--- config.mk ---
export PLATFORM = sky130hd
export DESIGN_NAME = dnsd_ctrl
export DESIGN_NICKNAME = d
export VERILOG_FILES = /design/src/hdl/dnsd_pkg.sv /design/src/hdl/dnsd_ctrl.sv
export SDC_FILE = /design/constraint.sdc
export NUM_CORES = 1
export LEC_CHECK = 0
export ABC_CLOCK_PERIOD_IN_PS = 2100
export BUFFER_PORTS_ARGS = -buffer_cell sky130_fd_sc_hd__clkbuf_2
export CORE_AREA = 2 2 39 41
export DETAILED_ROUTE_END_ITERATION = 6
export DIE_AREA = 0 0 41 43
export SYNTH_ARGS = -nofsm -noshare
export SYNTH_HDL_FRONTEND = slang
export SYNTH_SLANG_ARGS = --single-unit
--- constraint.sdc ---
create_clock -name i_clk -period 2.1 [get_ports i_clk]
set_input_delay 0.105 -clock i_clk [delete_from_list [all_inputs] [get_ports i_clk]]
set_output_delay 0.105 -clock i_clk [all_outputs]
set_load 0.01 [all_outputs]
--- src/hdl/dnsd_pkg.sv ---
// shared types and constants for the dns name decompressor
`default_nettype none

package dnsd_pkg;

    // walk position and pointer target width, and width for offset compares
    localparam int POS_W = 14;
    localparam int CMP_W = 15;
    localparam int LEN_W = 13;

    localparam logic [7:0] PTR_MASK  = 8'hC0;
    localparam logic [7:0] MAX_LABEL = 8'd63;

    typedef enum logic [1:0] {
        REQ_LOAD  = 2'd0,
        REQ_START = 2'd1,
        REQ_NEXT  = 2'd2,
        REQ_NOP   = 2'd3
    } t_req;

    typedef enum logic [2:0] {
        ERR_OK        = 3'd0,
        ERR_PAST_END  = 3'd1,
        ERR_PTR_TRUNC = 3'd2,
        ERR_CYCLE     = 3'd3,
        ERR_HOPS      = 3'd4,
        ERR_BAD_LEN   = 3'd5,
        ERR_OVERRUN   = 3'd6,
        ERR_NO_WALK   = 3'd7
    } t_err;

    typedef enum logic [1:0] {
        ST_IDLE,
        ST_CHECK,
        ST_BYTE,
        ST_PTR
    } t_state;

    typedef struct packed {
        logic load;
        logic start;
        logic rd_cur;
        logic rd_next;
        logic follow;
        logic emit_label;
        logic emit_root;
        logic emit_fail;
        t_err err;
    } t_cmd;

    typedef struct packed {
        logic active;
        logic past_end;
        logic is_ptr;
        logic ptr_trunc;
        logic is_root;
        logic bad_len;
        logic overrun;
        logic cycle_hit;
        logic hops_full;
        logic out_free;
    } t_stat;

endpackage

`default_nettype wire

--- src/hdl/dnsd_ctrl.sv ---
// walk controller: sequences reads, pointer hops and result requests
`default_nettype none

module dnsd_ctrl (
    input  wire                 i_clk,
    input  wire                 i_rst_n,
    input  wire                 i_in_valid,
    input  wire  [1:0]          i_req_type,
    output logic                o_in_stall,
    input  wire dnsd_pkg::t_stat i_stat,
    output dnsd_pkg::t_cmd      o_cmd
);

    dnsd_pkg::t_state r_state;
    dnsd_pkg::t_state n_state;
    logic             w_accept;
    dnsd_pkg::t_req   w_req;

    assign o_in_stall = (r_state != dnsd_pkg::ST_IDLE);
    assign w_accept   = i_in_valid && !o_in_stall;
    assign w_req      = dnsd_pkg::t_req'(i_req_type);

    always_ff @(posedge i_clk) begin
        if (!i_rst_n) begin
            r_state <= dnsd_pkg::ST_IDLE;
        end else begin
            r_state <= n_state;
        end
    end

    always_comb begin
        n_state = r_state;
        o_cmd   = '0;
        o_cmd.err = dnsd_pkg::ERR_OK;
        unique case (r_state)
            dnsd_pkg::ST_IDLE: begin
                if (w_accept) begin
                    unique case (w_req)
                        dnsd_pkg::REQ_LOAD:  o_cmd.load  = 1'b1;
                        dnsd_pkg::REQ_START: o_cmd.start = 1'b1;
                        dnsd_pkg::REQ_NEXT:  n_state     = dnsd_pkg::ST_CHECK;
                        dnsd_pkg::REQ_NOP:   n_state     = dnsd_pkg::ST_IDLE;
                        default:             n_state     = dnsd_pkg::ST_IDLE;
                    endcase
                end
            end
            dnsd_pkg::ST_CHECK: begin
                priority if (!i_stat.active || i_stat.past_end) begin
                    // results wait here until the output register has room
                    if (i_stat.out_free) begin
                        o_cmd.emit_fail = 1'b1;
                        o_cmd.err = !i_stat.active ? dnsd_pkg::ERR_NO_WALK
                                                   : dnsd_pkg::ERR_PAST_END;
                        n_state = dnsd_pkg::ST_IDLE;
                    end
                end else begin
                    o_cmd.rd_cur = 1'b1;
                    n_state = dnsd_pkg::ST_BYTE;
                end
            end
            dnsd_pkg::ST_BYTE: begin
                if (i_stat.is_ptr && !i_stat.ptr_trunc) begin
                    o_cmd.rd_next = 1'b1;
                    n_state = dnsd_pkg::ST_PTR;
                end else if (i_stat.out_free) begin
                    n_state = dnsd_pkg::ST_IDLE;
                    priority if (i_stat.is_ptr) begin
                        o_cmd.emit_fail = 1'b1;
                        o_cmd.err = dnsd_pkg::ERR_PTR_TRUNC;
                    end else if (i_stat.is_root) begin
                        o_cmd.emit_root = 1'b1;
                    end else if (i_stat.bad_len) begin
                        o_cmd.emit_fail = 1'b1;
                        o_cmd.err = dnsd_pkg::ERR_BAD_LEN;
                    end else if (i_stat.overrun) begin
                        o_cmd.emit_fail = 1'b1;
                        o_cmd.err = dnsd_pkg::ERR_OVERRUN;
                    end else begin
                        o_cmd.emit_label = 1'b1;
                    end
                end
            end
            dnsd_pkg::ST_PTR: begin
                priority if (i_stat.cycle_hit || i_stat.hops_full) begin
                    if (i_stat.out_free) begin
                        o_cmd.emit_fail = 1'b1;
                        o_cmd.err = i_stat.cycle_hit ? dnsd_pkg::ERR_CYCLE
                                                     : dnsd_pkg::ERR_HOPS;
                        n_state = dnsd_pkg::ST_IDLE;
                    end
                end else begin
                    o_cmd.follow = 1'b1;
                    n_state = dnsd_pkg::ST_CHECK;
                end
            end
            default: n_state = dnsd_pkg::ST_IDLE;
        endcase
    end

    // a walk step never starts outside a next request
    assert property (@(posedge i_clk) disable iff (!i_rst_n)
        (r_state == dnsd_pkg::ST_IDLE && n_state == dnsd_pkg::ST_CHECK)
            |-> (w_accept && w_req == dnsd_pkg::REQ_NEXT))
        else $error("walk began without a next request");

    // a pointer decode always follows a second-byte read
    assert property (@(posedge i_clk) disable iff (!i_rst_n)
        (r_state == dnsd_pkg::ST_PTR && $past(r_state) != dnsd_pkg::ST_PTR)
            |-> $past(o_cmd.rd_next))
        else $error("pointer decode without second byte read");

    // results leave the walk states only back to idle
    assert property (@(posedge i_clk) disable iff (!i_rst_n)
        (o_cmd.emit_fail || o_cmd.emit_root || o_cmd.emit_label)
            |=> (r_state == dnsd_pkg::ST_IDLE))
        else $error("result emitted but walk did not end");

endmodule

`default_nettype wire

# --- Word level (Yosys, flattened, before mapping) ---
# Cells that the tools add are included.
word_totals:
  reg_bits: 2
  input_bits: 15
  elab_cells: 56
classes:
  eq_ne: 8
  muxes: 36
  reduce_logical: 11
op_table:
  columns: ["op", "count"]
  rows:
  - ["$mux 4", 8]
  - ["$mux 2", 9]
  - ["$mux 1", 12]
  - ["$mux 6", 2]
  - ["$pmux 4 s3", 1]
  - ["$eq 2x2->1 const B", 4]
  - ["$pmux 2 s4", 1]
  - ["$mux 3", 2]
  - ["$eq 2x1->1 const B", 2]
  - ["$logic_not 2->1", 2]
  - ["$pmux 2 s2", 1]
  - ["$logic_not 1->1", 3]
  - ["$ne 3x1->1 const B", 1]
  - ["$logic_and 1x1->1", 2]
  - ["$logic_or 1x1->1", 2]
  - ["$ne 2x2->1 const B", 1]
  - ["$reduce_and 2->1", 1]
  - ["$reduce_bool 2->1", 1]

# --- Depth between registers and ports, before layout ---
# Gate-level depths: netlist of the first run.
logic_depth:
  depth_word: 7
  ltp_mapped: 4
  depth_no_buf: 3

# --- Least setup slack after synthesis of the first run ---
# Ideal clock, no wire load.
synth_path:
  path_type: "flip-flop to output port"
  start: "register r_state[1]"
  end: "output port o_cmd[10] (netlist name)"
  t_arrival_ns: 1.114
  required_ns: 1.995
  slack_ns: 0.881
  path_stages_with_launch: 5
  path_buffers: 1
  cell_sequence: "dfxtp_1 buf_4 nor2_2 inv_2 nor4b_1"
synth_lines:
  columns: ["item", "line_no", "rtl"]
  rows:
  - ["from (decl)", "dnsd_ctrl.sv:14", "dnsd_pkg::t_state r_state;"]
  - ["from (signal assigned)", "dnsd_ctrl.sv:25", "r_state <= dnsd_pkg::ST_IDLE;"]
  - ["from (signal assigned)", "dnsd_ctrl.sv:27", "r_state <= n_state;"]
  - ["to (decl)", "dnsd_ctrl.sv:11", "output dnsd_pkg::t_cmd o_cmd"]

==> results by stage, run 1 <==
Run status:
- The flow ran to the end, and the final reports show no timing, DRC or antenna violations.

Worst setup path:
- The peak per-stage delay on the critical path is 0.52 ns.
- The largest fanout on the critical path is 9.
- The critical path goes through nand3b_4, or3_4, o32ai_1, clkbuf_2.
- STA classifies the critical path startpoint as a register.
- The category of the worst setup path capture point is an output port.
- STA puts the critical path data required time at 2.00 ns.
- The critical path class is register to output port.
- The reg2reg setup slack is 0.81 ns.
- The cell with the largest stage delay on the worst path is dfxtp_1.
- STA puts the critical path data arrival time at 1.54 ns.

Logic synthesis:
- The Yosys step of the flow raised 0 warnings.
- The count of flip-flops with a built-in enable after synthesis is 0.
- The mapped netlist covers 332.8 um^2.
- For this run, asynchronously set or reset flops after synthesis account for 0%.
- The per-instance average area after synthesis is 7.924 um^2.
- Counting every net in the synthesized netlist gives 57.
- The number of cells produced by synthesis is 42.
- For this run, the register share of the synthesized area comes to 12.03%.
- The number of different library cells used by synthesis comes to 29.
- The most used flip-flop cell after synthesis is dfxtp_1.
- After synthesis the netlist holds a flip-flop and latch count of 2.

Route:
- In the routed layout, each cell is associated on average with a via count of 4.767.
- The final wirelength is 910 um.
- In the routed design, unresolved DRC markers number 0.
- The via count of the routed design is 410.
- The first TritonRoute pass finished after 4 iterations.
- The antenna violation net count after detailed routing is 0.
- The number of DRC markers in iteration 0 is 5.
- The detailed-route wire length per cell is 10.58 um.

GRT:
- The global-route wire length before repair is 1.490 mm.
- The number of global-route vias before repair is 404.
- The initial antenna violation count is 0.
- The maximum number of pins on one net before global-route repair is 10.
- The total track usage is 12.30%.
- Summed over all layers, the global routing overflow is 0.

Power and ir drop:
- The peak supply drop is 0.1192 mV.
- The final total power is 0.1895 mW.
- In this run, the clock network consumes 47.3% of the power.
- Combinational logic is responsible for 30.0% of the overall power.
- In this run switching power makes up 30.75% of total power.
- In this run the power density over the cells is 380.6 mW/mm^2.
- The reported net switching power is 0.05829 mW.
- The cell-internal power is 0.1312 mW.
- The relative contribution of sequential cells to total power is 22.7%.
- Summed over all cells, the static leakage comes to 0.2543 nW.

Placed design:
- The standard cell area after detailed placement is 475.5 um^2.
- The number of buffers inserted by port buffering is 26.
- At the end of routability-driven placement, the weighted congestion stood at 0.7844.
- Once placement completed, the tool counted placed cells totaling 83.
- The post-detailed-placement half-perimeter wirelength is 744.6 um.

Timing:
- The worst slew slack as a fraction of its limit is 76.20%.
- The measured slew at the worst slew-check pin is 0.3565 ns.
- The max-slew violation total from the final report is 0.
- The time the final worst path needs with I/O delays and setup is 1.645 ns.
- Derived from the worst setup path, the maximum achievable clock frequency is 607.9 MHz.
- The count of final hold-check violations is 0.
- Setup violations remaining at the end of the flow were counted as 0.
- Dividing the final minimum period by the clock period gives 78.33%.
- Setup total negative slack on the finished layout was measured at 0 ns.
- Setup repair after global routing left no endpoint under its margin.
- The clock arrives with 0.001052 ns of skew.

Clocking:
- The post-CTS setup buffer count is 0.
- Counting along the longest clock path gives a buffer depth of 2.
- Gates resized during post-CTS repair numbered 0.
- After clock tree synthesis, the clock-pin slew on the worst setup and hold paths is 0.03 ns.
- The cell sitting at the root of the clock tree is a clkbuf_4.
- The clock buffer count from CTS is 3.
- The hold buffer count at CTS is 0.
- TritonCTS built the clock tree.
- The number of clock sinks is 2.
- The clock reaches the later pin of the worst-skew pair after 0.23 ns.
- The level count of the clock H-tree is 1.

Floorplanning:
- The standard cell core area is 0.001384 mm^2.
- The area of the die is 0.001763 mm^2.
- The number of core rows is 14.
- The starting utilization of the core area is 24.05%.
- The die is 43 um tall.
- 27 I/O pins were placed.
- The width of the chip is 41 um.

Final layout:
- After the last flow step, the layout net total stands at 87.
- Cells fill 35.99% of the core in the end.
- The area growth from synthesis to layout is 49.62%.
- The flip-flop count of the largest register after layout is 2.
- In the final layout, the registers with the most flip-flops are r_state (2).
- The design area is 498.0 um^2.
- The register containing the most flip-flops in the final layout is r_state.
- The count of placed standard cells in the final layout, fillers left out is 86.
- The number of inserted diodes is 0.
- The share of post-route cells with drive strength above 1 is 57.14%.

Hold path:
- The worst hold path belongs to the class input port to register.

Flow run:
- The tool flagged a number of max-cap violations equal to 0.
## layout make-up
type | instances | area (um^2)
Clock buffer | 3 | 22.52
Fill cell | 161 | 885.9
Inverter | 3 | 11.26
Multi-Input combinational cell | 36 | 274.0
Sequential cell | 2 | 40.04
Tap cell | 16 | 20.02
Timing Repair Buffer | 26 | 130.1
## path summary, 6_finish.rpt
path                                  from          to  cells past startpoint
worst min-delay path               i_rst_n  r_state[1]                      2
worst max register to register  r_state[1]  r_state[0]                      3
worst max-delay path            r_state[1]    o_cmd[0]                      4
worst min register to register  r_state[0]  r_state[1]                      2
## routing by layer
metal	vias up	track usage, %	wire length (um)
met2	17	18.13	429
met5	-	0	0
met1	177	14.92	406
met3	0	3.141	74
met4	0	8.000	0
li1	216	-	-
## cell usage after synthesis, types with 2 or more instances
master    n  share of area, %
nand2b_1  3               5.6
dfxtp_1   2                12
a21oi_1   3               4.5
nand2_1   2               2.3
nor2b_1   2               3.8
o32ai_1   2               5.3
nor2_1    4               4.5
inv_1     2               2.3
nor3b_2   2               7.5
## stage by stage
| stage | hold WS [ns] | worst slack, ns |
|---|---|---|
| CTS | 0.1139 | 0.4348 |
| finish | 0.1292 | 0.4551 |
| global route | 0.1306 | 0.3492 |
| detailed placement | 0.3618 | 0.7019 |
| global placement | 0.3649 | 0.7198 |
| floorplan | 0.2376 | 0.8806 |
## power by group through the flow
stage / logic (mW) / registers (mW) / clock network (mW)
finish: 0.0569 / 0.0431 / 0.0896
CTS: 0.0575 / 0.0431 / 0.0986
global placement: 0.0572 / 0.0435 / 0
detailed placement: 0.0573 / 0.0435 / 0
global route: 0.0641 / 0.0435 / 0.0996
floorplan: 0.0298 / 0.0421 / 0
## logic make-up after synthesis
| logic type | synth area share [%] |
|---|---|
| and+or+nand+nor | 51.51 |
| buffers and inverters | 5.640 |
| DFF | 12.03 |
| AOI/OAI and AO/OA | 30.83 |
## placed cells by master (no fill, tap or decap), drive strengths merged
cell,instances
a22o,1
a21oi,3
a211oi,1
and4b,1
o32ai,2
o21ai,1
nor2b,2
o22ai,2
nand3b,2
clkbuf,29
nand2,2
nor3,2
o21ba,1
and2,2
nand2b,3
inv,3
nor2,5
o221ai,1
nor3b,2
a31oi,1
nor4b,1
or3,1
dfxtp,2
## worst max-delay path, delay by kind of cell, from the launching register on
kind            cells  cell delay [ns]
simple gates        2             0.48
buf+inv             1             0.18
flops               1             0.52
compound gates      1             0.13
No activity file was read; power rests on OpenSTA's default activity.
==> run 2, diff against run 1 <==
ABC_CLOCK_PERIOD_IN_PS = 1680   (was 2100)
clock period = 1.68 ns   (was 2.1 ns; I/O delays follow)
==> results by stage, run 2 (synthesized netlist as in run 1, its figures left out) <==
Timing:
- The measured slew at the worst slew-check pin is 0.2570 ns.
- The time the final worst path needs with I/O delays and setup is 1.513 ns.
- The final clock skew is 0.001052 ns.
- Setup repair after global routing left no endpoint under its margin.
- The total of endpoints with negative setup slack in the final report is 0.
- The smallest setup slack after layout is 0.1667 ns.
- The share of the clock period used by the worst path is 90.08%.
- Hold timing on the final database bottoms out at a slack of 0.1081 ns.
- The count of final hold-check violations is 0.
- For this run, the top clock speed supported by timing is 660.8 MHz.
- For the final routed database, the setup TNS stands at 0 ns.
- The worst slew slack as a fraction of its limit is 82.79%.
- The max-slew violation total from the final report is 0.

Worst setup path:
- The worst setup path is launched from a register.
- The critical path in this run is classified as register to output port.
- The worst setup path is captured at an output port.
- Along the worst path, the maximum fanout reaches 7.
- Data arrives at the worst endpoint at 1.43 ns.
- Data on the critical path is required at its endpoint by 1.60 ns.

Route:
- The antenna violation net count after detailed routing is 0.
- The detailed-route wire length per cell is 10.58 um.
- The number of detailed-routing iterations run before antenna repair is 4.
- Wires add up to 910 um.
- Detailed routing inserted a total of 410 vias.
- Using the TritonRoute via totals, the vias-per-cell ratio works out to 4.767.
- For this block, the initial DRC count from the detailed router was 5.
- In the routed design, unresolved DRC markers number 0.

Final layout:
- The area growth from synthesis to layout is 50.00%.
- The library cells used most frequently in the layout, excluding fill and tap cells, are clkbuf_2 (26), nor2_1 (4), a21oi_1 (3), nand2b_1 (3), clkbuf_4 (3).
- The flip-flop count of the largest register after layout is 2.
- Leaving out fill and tap cells, the most frequent cell in the layout is clkbuf_2.
- The post-layout net count is 87.
- The number of inserted diodes is 0.
- The register containing the most flip-flops in the final layout is r_state.
- In the final layout, the registers with the most flip-flops are r_state (2).
- The share of post-route cells with drive strength above 1 is 58.57%.

Clocking:
- The cell at the root of the clock tree is clkbuf_4.
- Counting the buffers created by CTS gives 3.
- The clock latency on the worst-skew pair is 0.23 ns.
- The TritonCTS clock tree is built.
- The level count of the clock H-tree is 1.
- CTS saw 2 sinks.
- The clock-pin slew on the worst setup and hold paths is 0.03 ns.
- No sink is reached through more buffers than the 2 on the longest clock path.
- Post-CTS timing repair inserted 0 buffers for setup.
- Hold repair after CTS inserted 0 buffers.

Floorplanning:
- The initial utilization of the core area, before any placement, comes to 24.05%.
- The vertical die dimension is 43 um.
- 27 I/O pins were placed.
- The width of the chip is 41 um.
- The die covers 0.001763 mm^2.
- The floorplan step defined a core boundary enclosing 0.001384 mm^2.
- Row generation in the floorplan step produced 14 rows.

GRT:
- The initial antenna violation count is 0.
- The number of global-route vias before repair was 404.
- Global routing consumed, over all layers together, 12.30% of the routing resources.
- The maximum number of pins on one net before global-route repair is 10.
- Global routing finished with a remaining overflow of 0.
- The first global-routing pass estimated 1.490 mm of wire.

Hold path:
- The tightest min-delay check is of the input port to register type.

Power and ir drop:
- The leakage component of the power is 0.2548 nW.
- The final total power is 0.2370 mW.
- The power density of the placed cells is 474.8 mW/mm^2.
- Across the VDD grid, the largest voltage drop is 0.1491 mV.

Placed design:
- The congestion estimate from routability-driven global placement came to 0.7844.
- The worst-case setup slack after placement is 0.3029 ns.
- The number of buffers inserted by port buffering is 26.
- The post-detailed-placement half-perimeter wirelength is 744.6 um.

Run status:
- The run finished with clean final reports.

Flow run:
- The max-cap violation count is 0.
[run 2: cell count changes in the layout (fill, tap and decap cells not counted)]
cell	before	now
dfxtp_1	2	1
dfxtp_2	0	1
[run 2: per-layer routing]
layer | part of all wire [%] | up-vias | GRT usage (%) | wire length (um)
met2 | 47 | 17 | 18.13 | 429
met4 | 0 | 0 | 8.000 | 0
met1 | 45 | 177 | 14.92 | 406
met3 | 8.1 | 0 | 3.141 | 74
met5 | 0 | - | 0 | 0
li1 | - | 216 | - | -
[run 2: area by class of cell]
type                    instances  area [um^2]
clock buffers                   3        22.52
fillers                       160        884.6
inverters                       3        11.26
multi-input cells              36        274.0
flip-flops and latches          2        41.29
well taps                      16        20.02
repair buffers                 26        130.1
[run 2: through the flow]
step | util, % | std cells | instance area [um^2]
after floorplan | - | 42 | 332.8
after global placement | 34.36 | 83 | 475.5
after detailed placement | 34.36 | 83 | 475.5
after CTS | 35.99 | 86 | 498.0
after global routing | 36.08 | 86 | 499.2
final | 36.08 | 86 | 499.2
[run 2: worst paths after layout]
check,start,to,slack [ns],cells after the start
max reg2reg,r_state[1],r_state[0],0.52,3
min reg2reg,r_state[0],r_state[1],0.66,2
min,i_rst_n,r_state[1],0.11,2
max,r_state[0],o_cmd[0],0.17,4
[run 2: where the power goes]
part           switching (mW)  internal (mW)  leakage, nW
Clock                  0.0328         0.0793       0.0138
Sequential            0.00388         0.0500       0.0168
Combinational          0.0362         0.0349        0.224
[run 2: worst max-delay path: stages (launching register included)]
cell,delay [ns]
dfxtp_1,0.35
nand3b_4,0.18
or3_4,0.36
o32ai_1,0.13
clkbuf_2,0.18
[run 2: repair_timing]
item	in CTS	in global routing
endpoints found under the setup margin	0	2
gates resized for setup	0	1
hold endpoints to repair	0	0
